`src/rtl/core/spm_pkg.sv`:
```
// Shared types and constants for the stream presence hysteresis monitor.
package spm_pkg;

  // Presence states of the hysteresis machine.
  typedef enum logic [1:0] {
    PRES_OK        = 2'd0,
    PRES_LOST      = 2'd1,
    PRES_RESTORING = 2'd2,
    PRES_NONE      = 2'd3
  } presence_t;

  // Stream kind codes; code 3 is unused and handled as other.
  localparam logic [1:0] KIND_OTHER = 2'd0;
  localparam logic [1:0] KIND_AUDIO = 2'd1;
  localparam logic [1:0] KIND_PMT   = 2'd2;

  // PIDs below this limit, and the null PID, are reserved.
  localparam logic [12:0] PID_RESERVED_LIMIT = 13'h0020;
  localparam logic [12:0] PID_NULL           = 13'h1fff;

  // Configuration register indexes.
  localparam int unsigned CFG_ADDR_WIDTH = 2;
  localparam int unsigned CFG_DATA_WIDTH = 24;
  localparam logic [CFG_ADDR_WIDTH-1:0] REG_MIN_TRAFFIC   = 2'd0;
  localparam logic [CFG_ADDR_WIDTH-1:0] REG_OFF_TIMEOUT   = 2'd1;
  localparam logic [CFG_ADDR_WIDTH-1:0] REG_ON_TIMEOUT    = 2'd2;
  localparam logic [CFG_ADDR_WIDTH-1:0] REG_AUDIO_CC_MASK = 2'd3;

  // Stream port widths; the tdata widths are padded to whole bytes.
  localparam int unsigned IN_TDATA_WIDTH  = 56;
  localparam int unsigned IN_TUSER_WIDTH  = 2;
  localparam int unsigned OUT_TDATA_WIDTH = 24;

  // Current configuration.
  typedef struct packed {
    logic [23:0] min_traffic_bytes;
    logic [15:0] off_timeout;
    logic [15:0] on_timeout;
    logic        audio_cc_mask;
  } cfg_t;

  // One per-second stream report.
  typedef struct packed {
    logic [12:0] stream_pid;
    logic [1:0]  stream_kind;
    logic [23:0] byte_count;
    logic [15:0] cc_error_count;
  } item_t;

  // One judgment result.
  typedef struct packed {
    presence_t   presence_state;
    logic        stream_good;
    logic        status_changed;
    logic        low_traffic;
    logic        cc_error_second;
    logic [15:0] cc_errors_counted;
  } result_t;

endpackage

```
`src/rtl/core/spm_cfg_regs.sv`:
```
// Configuration register file of the stream presence hysteresis monitor.
module spm_cfg_regs
  import spm_pkg::*;
(
  input  logic                      clk,
  input  logic                      rst,
  input  logic                      cfg_we,
  input  logic [CFG_ADDR_WIDTH-1:0] cfg_addr,
  input  logic [CFG_DATA_WIDTH-1:0] cfg_wdata,
  output cfg_t                      cfg
);

  // Register writes; each register keeps only its own width.
  always_ff @(posedge clk) begin
    if (rst) begin
      cfg.min_traffic_bytes <= 24'd0;
      cfg.off_timeout       <= 16'd1;
      cfg.on_timeout        <= 16'd1;
      cfg.audio_cc_mask     <= 1'b0;
    end else if (cfg_we) begin
      unique case (cfg_addr)
        REG_MIN_TRAFFIC:   cfg.min_traffic_bytes <= cfg_wdata[23:0];
        REG_OFF_TIMEOUT:   cfg.off_timeout       <= cfg_wdata[15:0];
        REG_ON_TIMEOUT:    cfg.on_timeout        <= cfg_wdata[15:0];
        REG_AUDIO_CC_MASK: cfg.audio_cc_mask     <= cfg_wdata[0];
      endcase
    end
  end

endmodule

```
`src/rtl/core/spm_presence_fsm.sv`:
```
// Presence hysteresis state machine with hold counter and result logic.
module spm_presence_fsm
  import spm_pkg::*;
#(
  parameter int unsigned COUNT_WIDTH = 16
) (
  input  logic    clk,
  input  logic    rst,
  input  logic    step_en,
  input  cfg_t    cfg,
  input  item_t   item,
  output result_t result
);

  // Largest value the hold counter can hold.
  localparam logic [32:0] CountMax = (33'd1 << COUNT_WIDTH) - 33'd1;
  localparam logic [COUNT_WIDTH-1:0] CountOne = {{(COUNT_WIDTH-1){1'b0}}, 1'b1};

  presence_t              state;
  presence_t              state_next;
  presence_t              state_eff;
  logic [COUNT_WIDTH-1:0] hold_counter;
  logic [COUNT_WIDTH-1:0] hold_next;
  logic                   good_flag;
  logic                   good_next;
  logic                   good_eff;
  logic                   reserved;
  logic                   forced;
  logic                   low;
  logic                   traffic_good;
  logic                   fsm_changed;
  logic                   counted;
  logic [31:0]            off_ext;
  logic [31:0]            on_ext;
  logic [COUNT_WIDTH-1:0] off_load;
  logic [COUNT_WIDTH-1:0] on_load;

  // Timeout load values: zero counts as one, then saturate to the counter range.
  always_comb begin
    off_ext  = {16'd0, (cfg.off_timeout == 16'd0) ? 16'd1 : cfg.off_timeout};
    on_ext   = {16'd0, (cfg.on_timeout == 16'd0) ? 16'd1 : cfg.on_timeout};
    off_load = (off_ext > CountMax[31:0]) ? CountMax[COUNT_WIDTH-1:0]
                                          : off_ext[COUNT_WIDTH-1:0];
    on_load  = (on_ext > CountMax[31:0]) ? CountMax[COUNT_WIDTH-1:0]
                                         : on_ext[COUNT_WIDTH-1:0];
  end

  // Classification: reserved PIDs and PMT streams are forced to ok first.
  always_comb begin
    reserved     = (item.stream_pid < PID_RESERVED_LIMIT) || (item.stream_pid == PID_NULL);
    forced       = reserved || (item.stream_kind == KIND_PMT);
    state_eff    = forced ? PRES_OK : state;
    good_eff     = forced ? 1'b1 : good_flag;
    low          = !reserved && (item.byte_count < cfg.min_traffic_bytes);
    traffic_good = !low;
  end

  // Next state of the hysteresis machine.
  always_comb begin
    state_next  = state_eff;
    hold_next   = hold_counter;
    good_next   = good_eff;
    fsm_changed = 1'b0;
    unique case (state_eff)
      PRES_OK: begin
        if (!traffic_good) begin
          state_next  = PRES_LOST;
          hold_next   = off_load;
          fsm_changed = 1'b1;
        end
      end
      PRES_LOST: begin
        if (traffic_good) begin
          state_next  = PRES_RESTORING;
          hold_next   = on_load;
          fsm_changed = 1'b1;
        end else if (hold_counter != '0) begin
          hold_next = hold_counter - CountOne;
        end else begin
          state_next  = PRES_NONE;
          good_next   = 1'b0;
          fsm_changed = 1'b1;
        end
      end
      PRES_RESTORING: begin
        if (!traffic_good) begin
          state_next  = PRES_LOST;
          hold_next   = off_load;
          fsm_changed = 1'b1;
        end else if (hold_counter != '0) begin
          hold_next = hold_counter - CountOne;
        end else begin
          state_next  = PRES_OK;
          good_next   = 1'b1;
          fsm_changed = 1'b1;
        end
      end
      PRES_NONE: begin
        if (traffic_good) begin
          state_next  = PRES_RESTORING;
          hold_next   = on_load;
          fsm_changed = 1'b1;
        end
      end
    endcase
  end

  // Continuity errors and the result fields.
  always_comb begin
    counted = !((item.stream_kind == KIND_AUDIO) && cfg.audio_cc_mask) &&
              (item.cc_error_count != 16'd0);
    result.presence_state    = state_next;
    result.stream_good       = good_next;
    result.status_changed    = fsm_changed || counted;
    result.low_traffic       = low;
    result.cc_error_second   = counted;
    result.cc_errors_counted = counted ? item.cc_error_count : 16'd0;
  end

  // State registers advance once per processed transaction.
  always_ff @(posedge clk) begin
    if (rst) begin
      state        <= PRES_OK;
      hold_counter <= '0;
      good_flag    <= 1'b1;
    end else if (step_en) begin
      state        <= state_next;
      hold_counter <= hold_next;
      good_flag    <= good_next;
    end
  end

  // The ok state always carries a good stream.
  assert property (@(posedge clk) disable iff (rst) (state == PRES_OK) |-> good_flag)
    else $error("ok state without good flag");

  // The none state always carries a bad stream.
  assert property (@(posedge clk) disable iff (rst) (state == PRES_NONE) |-> !good_flag)
    else $error("none state with good flag");

  // Entering lost or restoring loads a nonzero hold count.
  assert property (@(posedge clk) disable iff (rst)
      (step_en && (state_next != state_eff) &&
       ((state_next == PRES_LOST) || (state_next == PRES_RESTORING)))
      |=> (hold_counter != '0))
    else $error("hold counter not loaded on entry");

  // State holds when no transaction is processed.
  assert property (@(posedge clk) disable iff (rst)
      !step_en |=> ($stable(state) && $stable(hold_counter) && $stable(good_flag)))
    else $error("state moved without a transaction");

endmodule

```
`src/rtl/core/stream_presence_hysteresis_monitor.sv`:
```
// Top level: stream ports, input register, presence machine and result register.
// Flow: an accepted transaction is held in the input register, judged by the presence
// step and written into the result register once the output can advance.
// Throughput: one report per cycle while the output does not stall; the input register,
// the presence step and the result register form a two-stage pipeline.
// Reset (rst, synchronous): both pipeline stages empty, state ok, hold counter zero,
// good flag set, min_traffic_bytes 0, timeouts 1, audio errors not ignored.
module stream_presence_hysteresis_monitor
  import spm_pkg::*;
#(
  parameter int unsigned COUNT_WIDTH = 16
) (
  input  logic                       clk,
  input  logic                       rst,
  // Configuration write port.
  input  logic                       cfg_we,
  input  logic [CFG_ADDR_WIDTH-1:0]  cfg_addr,
  input  logic [CFG_DATA_WIDTH-1:0]  cfg_wdata,
  // Input stream.
  input  logic                       s_axis_tvalid,
  output logic                       s_axis_tready,
  // tdata: stream_pid[12:0], byte_count[36:13], cc_error_count[52:37], zero pad.
  input  logic [IN_TDATA_WIDTH-1:0]  s_axis_tdata,
  // tuser: stream_kind[1:0].
  input  logic [IN_TUSER_WIDTH-1:0]  s_axis_tuser,
  // Output stream.
  output logic                       m_axis_tvalid,
  input  logic                       m_axis_tready,
  // tdata: presence_state[1:0], stream_good[2], status_changed[3], low_traffic[4],
  // cc_error_second[5], cc_errors_counted[21:6], zero pad.
  output logic [OUT_TDATA_WIDTH-1:0] m_axis_tdata
);

  cfg_t    cfg;
  item_t   in_item;
  logic    in_valid;
  result_t result;
  result_t out_result;
  logic    out_valid;
  logic    advance;
  logic    step_en;

  // Pipeline flow control.
  assign advance       = !out_valid || m_axis_tready;
  assign step_en       = in_valid && advance;
  assign s_axis_tready = !in_valid || advance;

  spm_cfg_regs u_cfg_regs (
    .clk       (clk),
    .rst       (rst),
    .cfg_we    (cfg_we),
    .cfg_addr  (cfg_addr),
    .cfg_wdata (cfg_wdata),
    .cfg       (cfg)
  );

  // Input register.
  always_ff @(posedge clk) begin
    if (rst) begin
      in_valid <= 1'b0;
    end else if (s_axis_tready) begin
      in_valid <= s_axis_tvalid;
    end
  end

  always_ff @(posedge clk) begin
    if (s_axis_tvalid && s_axis_tready) begin
      in_item.stream_pid     <= s_axis_tdata[12:0];
      in_item.byte_count     <= s_axis_tdata[36:13];
      in_item.cc_error_count <= s_axis_tdata[52:37];
      in_item.stream_kind    <= s_axis_tuser[1:0];
    end
  end

  spm_presence_fsm #(
    .COUNT_WIDTH (COUNT_WIDTH)
  ) u_presence_fsm (
    .clk     (clk),
    .rst     (rst),
    .step_en (step_en),
    .cfg     (cfg),
    .item    (in_item),
    .result  (result)
  );

  // Result register.
  always_ff @(posedge clk) begin
    if (rst) begin
      out_valid <= 1'b0;
    end else if (advance) begin
      out_valid <= in_valid;
    end
  end

  always_ff @(posedge clk) begin
    if (step_en) begin
      out_result <= result;
    end
  end

  assign m_axis_tvalid = out_valid;
  assign m_axis_tdata  = {2'b00,
                          out_result.cc_errors_counted,
                          out_result.cc_error_second,
                          out_result.low_traffic,
                          out_result.status_changed,
                          out_result.stream_good,
                          out_result.presence_state};

endmodule
```
`config.mk`:
```
export PLATFORM = sky130hd
export DESIGN_NAME = stream_presence_hysteresis_monitor
export DESIGN_NICKNAME = d
export VERILOG_FILES = /design/src/rtl/core/spm_pkg.sv /design/src/rtl/core/spm_cfg_regs.sv /design/src/rtl/core/spm_presence_fsm.sv /design/src/rtl/core/stream_presence_hysteresis_monitor.sv
export SDC_FILE = /design/constraint.sdc
export NUM_CORES = 1
export LEC_CHECK = 0
export BUFFER_PORTS_ARGS = -buffer_cell sky130_fd_sc_hd__buf_2
export CELL_PAD_IN_SITES_DETAIL_PLACEMENT = 0
export CELL_PAD_IN_SITES_GLOBAL_PLACEMENT = 2
export CORE_ASPECT_RATIO = 0.8
export CORE_UTILIZATION = 30
export CTS_CLUSTER_DIAMETER = 40
export DETAILED_ROUTE_END_ITERATION = 10
export GPL_TIMING_DRIVEN = 0
export PLACE_DENSITY = 0.71
export REMOVE_ABC_BUFFERS = 1
export SLEW_MARGIN = 20
export SYNTH_ARGS = -nofsm -noshare
export SYNTH_HDL_FRONTEND = slang
export SYNTH_SLANG_ARGS = --single-unit
```
`constraint.sdc`:
```
create_clock -name clk -period 6.2 [get_ports clk]
set_input_delay 0.62 -clock clk [delete_from_list [all_inputs] [get_ports clk]]
set_output_delay 0.62 -clock clk [all_outputs]
set_load 0.01 [all_outputs]
```
==> results of run 1 <==
final timing paths:
path	startpoint	endpoint	slack, ps	cells past startpoint
max	in_item[53]	u_presence_fsm.hold_counter[6]	2380	10
min reg2reg	u_cfg_regs.cfg[56]	u_cfg_regs.cfg[56]	460	2
max reg2reg	in_item[53]	u_presence_fsm.hold_counter[6]	2380	10
min	s_axis_tdata[2]	in_item[44]	350	1
cells by family (layout without fill, tap and decap cells):
| group | count (synthesis) | in the layout | share of synthesized area (%) |
|---|---|---|---|
| simple gates | 279 | 279 | 19.05 |
| buf+inv | 77 | 184 | 4.521 |
| compound gates | 146 | 146 | 13.96 |
| xor+xnor | 7 | 7 | 0.8791 |
| fa+ha+maj | 28 | 28 | 5.023 |
| mux | 9 | 9 | 1.399 |
| flops | 154 | 154 | 55.11 |
| other cells | 1 | 2 | 0.05377 |
power by group:
group          internal, mW  leakage [nW]  total, mW  switching [mW]
sequential             1.12          1.36       1.14          0.0253
combinational         0.104          1.51      0.267           0.163
clock                 0.609         0.288       1.07           0.463
worst register-to-register path: cells and delay by family, from the launching register on:
family,cells,cell delay (ps)
AND/OR/NAND/NOR,5,1400
AO/OA/AOI/OAI,3,1370
flip-flops,1,380
adder cells (fa/ha/maj),1,370
buffers and inverters,1,210
placed cells by master (no fill, tap or decap), drive strengths merged, types with 10 or more instances in the layout:
cell and count:
and2 10, nand3 13, a21oi 76, dfxtp 78
nand2 143, nor2 32, o21ai 13, buf 111
and3 18, inv 48, clkbuf 17, edfxtp 76
nor4 15, nand4 11, ha 28
layout make-up:
| class | instances | area share [%] |
|---|---|---|
| Clock buffer | 17 | 5.069 |
| Clock inverter | 15 | 2.147 |
| Inverter | 41 | 1.863 |
| Multi-Input combinational cell | 471 | 33.81 |
| Sequential cell | 154 | 45.80 |
| Tap cell | 306 | 4.562 |
| Timing Repair Buffer | 111 | 6.753 |
registers in the layout, indices dropped and copies added (netlist names):
| signal | count |
|---|---|
| u_presence_fsm.hold_counter | 16 |
| m_axis_tdata | 21 |
| u_presence_fsm.state | 2 |
| u_cfg_regs.cfg | 57 |
| in_item | 55 |
| m_axis_tvalid | 1 |
| in_valid | 1 |
| u_presence_fsm.good_flag | 1 |
per-stage QoR:
stage | hold slack, ps | power (mW)
3_3_place_gp | 446.6 | 1.425
2_1_floorplan | 430.3 | 1.321
6_report | 354.1 | 2.481
4_1_cts | 335.5 | 2.512
3_5_place_dp | 449.9 | 1.432
5_1_grt | 338.6 | 2.586
routing by layer:
layer / vias to the layer above / routed length, um
met5: - / 13
met2: 144 / 8425
met1: 2579 / 8943
li1: 2711 / -
met3: 22 / 835
met4: 2 / 261
==> qor.txt, run 1 <==
status = finished, final reports clean
Top-Level Pins = 115
placed cells = 1,083
DIE HEIGHT = 138.4 um
Synth Cell Area = 6974 um2
vias in the first global route = 5,445
Crit Path Max Fanout = 12
count leader, synth = nand2_1
clock slew at reported path FFs = 70 ps
antenna violations before repair = 1
post-synthesis sequential area ratio = 55.11%
CTS resizes = 0
PD cells = 295.7 nW/um2
Clk Latency, worst-skew pair = 440 ps
design area = 8393 um2
share of cells above drive strength 1 = 20.40%
Final Setup Violations = 0
Area Growth Syn to Fin = 20.34%
slowest stage delay, CP = 850 ps
RD Place Congestion = 0.8131
Initial Util = 30.83%
Overall Global Routing Usage = 16.41%
largest net degree at the start of global routing = 72
row count = 49
Crit-path slowest cell = o31ai_2
CTS Root Cell = clkbuf_16
wire length per cell = 16.57 um
DR vias = 5,458
critical-path cell list = or4_1 -> nor2_1 -> nor3_1 -> nand2_1 -> ha_1 -> inv_1 -> o31ai_2 -> a221oi_1 -> o311a_1 -> nor3_1
Die ar. = 23,860 um2
Final WS setup = 2379 ps
RSZ-0062 raised after global routing = false
grt met2 use = 25.34%
Post-synth EDFFs = 76
CP Class = reg -> reg
GR Overflow Total = 0
synth unique cells = 65
Leakage = 3.159 nW
DRT iter0 DRCs = 319
final hold vios = 0
CP Buf/Inv Count = 1
fmax = 0.2617 GHz
Final Cycle Share = 61.62%
cell count after synthesis = 701
Post-Place Setup Slack = 2491 ps
Via density = 4.895
post-synth top area share = 32.72%
overall routed net length = 18.48 mm
max-slew violation count = 0
post-DP HPWL = 13.53 mm
asr flop ratio synth = 0%
Clock Skew = 18.05 ps
Ant. Diodes = 0
CTS tree = done
post-layout util = 37.10%
Post-synth top flop = dfxtp_1
first-pass GRT wire length = 29.95 mm
Crit. End Element = flop
synth top area cells = edfxtp_1 33%, dfxtp_1 22%, nand2_1 7.7%
multi-input logic area = 2838 um2
sequential cell area = 3844 um2
hold-fix buffers at CTS = 0
global routing usage on met3 = 3.951%
Worst setup SP type = flop
CP top delay family = simple AND/OR/NAND/NOR gates
max-cap check violation count = 0
Syn Area/Cell = 9.949 um2
Hold Path Class = in -> reg
cell mode on critical path = nor3_1
Pre-antenna DRT Iters = 5
post-route ant nets = 0
GRT busiest layer = met2
final setup TNS = 0 ps
Setup Buffers After CTS = 0
clock sinks = 154
fillcell total = 2,265
Finished Layout Cells = 1,115
Num CTS Buffers = 17
H-tree Lvls = 4
core area = 22,620 um2
Final min period = 3821 ps
Slew @ Worst Pin = 940.4 ps
Synth top cells by count = 143 x nand2_1, 78 x dfxtp_1, 76 x a21oi_1, 76 x edfxtp_1, 40 x inv_1
final net count = 913
Critical Path RT = 6550 ps
data arrival time of the critical path = 4170 ps
Yosys top cell by area = edfxtp_1
Horiz. Die Dim = 172.5 um
Slew headroom = 36.93%
input/output buffers = 109
flops & latches, synth = 154
met1 GRT Util = 22.55%
warnings from Yosys = 0
Remaining DRCs = 0
Clock Path Buffers = 2
placed cell area = 7785 um2
Peak VDD IR = 0.0001147 V
No activity file was read; power rests on OpenSTA's default activity.
==> run 2: changes to the inputs <==
--- a/config.mk
+++ b/config.mk
@@ -13,7 +13,7 @@
 export CTS_CLUSTER_DIAMETER = 40
 export DETAILED_ROUTE_END_ITERATION = 10
 export GPL_TIMING_DRIVEN = 0
-export PLACE_DENSITY = 0.71
+export PLACE_DENSITY = 0.74
 export REMOVE_ABC_BUFFERS = 1
 export SLEW_MARGIN = 20
 export SYNTH_ARGS = -nofsm -noshare
==> constraint.sdc (replaced) <==
create_clock -name clk -period 3.5 [get_ports clk]
set_input_delay 0.35 -clock clk [delete_from_list [all_inputs] [get_ports clk]]
set_output_delay 0.35 -clock clk [all_outputs]
set_load 0.01 [all_outputs]
==> qor.txt, run 2 (synthesis results as in run 1) <==
status = finished, final reports clean
DRT iter0 DRCs = 310
wire length per cell = 16.61 um
first-pass GRT wire length = 29.49 mm
post-DP HPWL = 13.46 mm
cell mode on critical path = a21o_1
max-cap check violation count = 0
Largest Register = u_cfg_regs.cfg
Crit. End Element = flop
design area = 8468 um2
antenna violations before repair = 2
final hold vios = 0
overall routed net length = 18.56 mm
Crit-path slowest cell = mux2_2
DR vias = 5,382
Leakage = 3.183 nW
tightest hold margin = 96.46 ps
Initial Util = 30.83%
placed cell area = 7815 um2
final net count = 915
placed cells = 1,085
Finished Layout Cells = 1,117
Worst setup SP type = flop
CP Class = reg -> reg
core area = 22,620 um2
vias in the first global route = 5,263
critical-path cell list = inv_1 -> ha_1 -> a21o_1 -> a21o_1 -> a2111oi_4 -> o211ai_4 -> or2_4 -> inv_4 -> mux2_2 -> a222oi_1 -> a2111oi_2
GR Overflow Total = 0
Slew headroom = 38.20%
Die ar. = 23,860 um2
Area Growth Syn to Fin = 21.42%
data arrival time of the critical path = 3590 ps
Final WS setup = 200.4 ps
Clock Skew = 9.245 ps
clock slew at reported path FFs = 70 ps
CTS tree = done
Critical Path RT = 3800 ps
Clk Latency, worst-skew pair = 430 ps
share of cells above drive strength 1 = 21.21%
CP Buf/Inv Count = 2
Remaining DRCs = 0
Crit Path Max Fanout = 16
Post-Place Setup Slack = -69.48 ps
fmax = 0.3031 GHz
Ant. Diodes = 0
Top-Level Pins = 115
Final Cycle Share = 94.27%
commonest non-fill, non-tap cells in the layout = 143 x nand2_1, 108 x buf_2, 78 x dfxtp_1
input/output buffers = 109
Via density = 4.818
Slew @ Worst Pin = 919.3 ps
number of flip-flops in the largest register = 57
most common cell after layout, fill and taps aside = nand2_1
Final Setup Violations = 0
Overall Global Routing Usage = 16.42%
Peak VDD IR = 0.0002717 V
H-tree Lvls = 4
PD cells = 513.8 nW/um2
clock sinks = 154
row count = 49
Clock Path Buffers = 2
slowest stage delay, CP = 420 ps
post-route ant nets = 0
Hold Path Class = in -> reg
RD Place Congestion = 0.8031
max-slew violation count = 0
Final min period = 3300 ps
Num CTS Buffers = 17
Pre-antenna DRT Iters = 6
largest net degree at the start of global routing = 56
RSZ-0062 raised after global routing = false
CTS Root Cell = clkbuf_16
DIE HEIGHT = 138.4 um
Horiz. Die Dim = 172.5 um
CP top delay family = compound AO/OA/AOI/OAI gates
-- run 2: cell types whose count changed in the layout (fill, tap and decap cells not counted), sizes merged --
cell	previous run	this run
buf	111	113
clkinv	3	5
inv	48	46
-- run 2: final timing paths --
path | slack [ps] | start | depth (start not counted) | to
setup / recovery | 200 | u_cfg_regs.cfg[54] | 11 | u_presence_fsm.hold_counter[13]
hold / removal | 100 | s_axis_tdata[35] | 1 | in_item[38]
setup reg to reg | 200 | u_cfg_regs.cfg[54] | 11 | u_presence_fsm.hold_counter[13]
hold reg to reg | 450 | u_cfg_regs.cfg[51] | 2 | u_cfg_regs.cfg[51]
-- run 2: area by class of cell --
cell class,count,area [um2]
tap,306,382.9
sequential,154,3844
clock buffer,17,425.4
fill,2296,14150
timing repair buffer,113,594.3
multi-input combinational,471,2903
clock inverter,15,162.7
inverter,41,156.4
-- run 2: what timing repair did --
item | 4_1_cts | 5_1_grt
pin swaps | 0 | 0
gates cloned | 0 | 0
setup endpoints to repair | 4 | 14
setup buffers | 0 | 0
hold buffers | 0 | 0
resized for setup | 2 | 10
-- run 2: report_power, final --
part	leakage, nW	total [mW]	switching [mW]	internal (mW)
combinational	1.54	0.481	0.291	0.190
sequential	1.36	2.02	0.0447	1.98
clock	0.279	1.85	0.784	1.06
-- run 2: layer usage --
layer	up-vias	track usage, %	wire [um]
met5	-	0	13
met4	2	3.726	123
met3	14	4.294	995
met2	143	24.02	8165
met1	2507	23.99	9259
li1	2716	-	-
-- run 2: stage by stage --
step                TNS (ps)  utilization (%)  total power, mW
finish                     0            37.43            4.351
global route               0            37.43            4.530
CTS                        0            37.18            4.389
detailed placement    -187.8            34.54            2.536
global placement       -6798            34.25            2.531
floorplan                  0                -            2.340
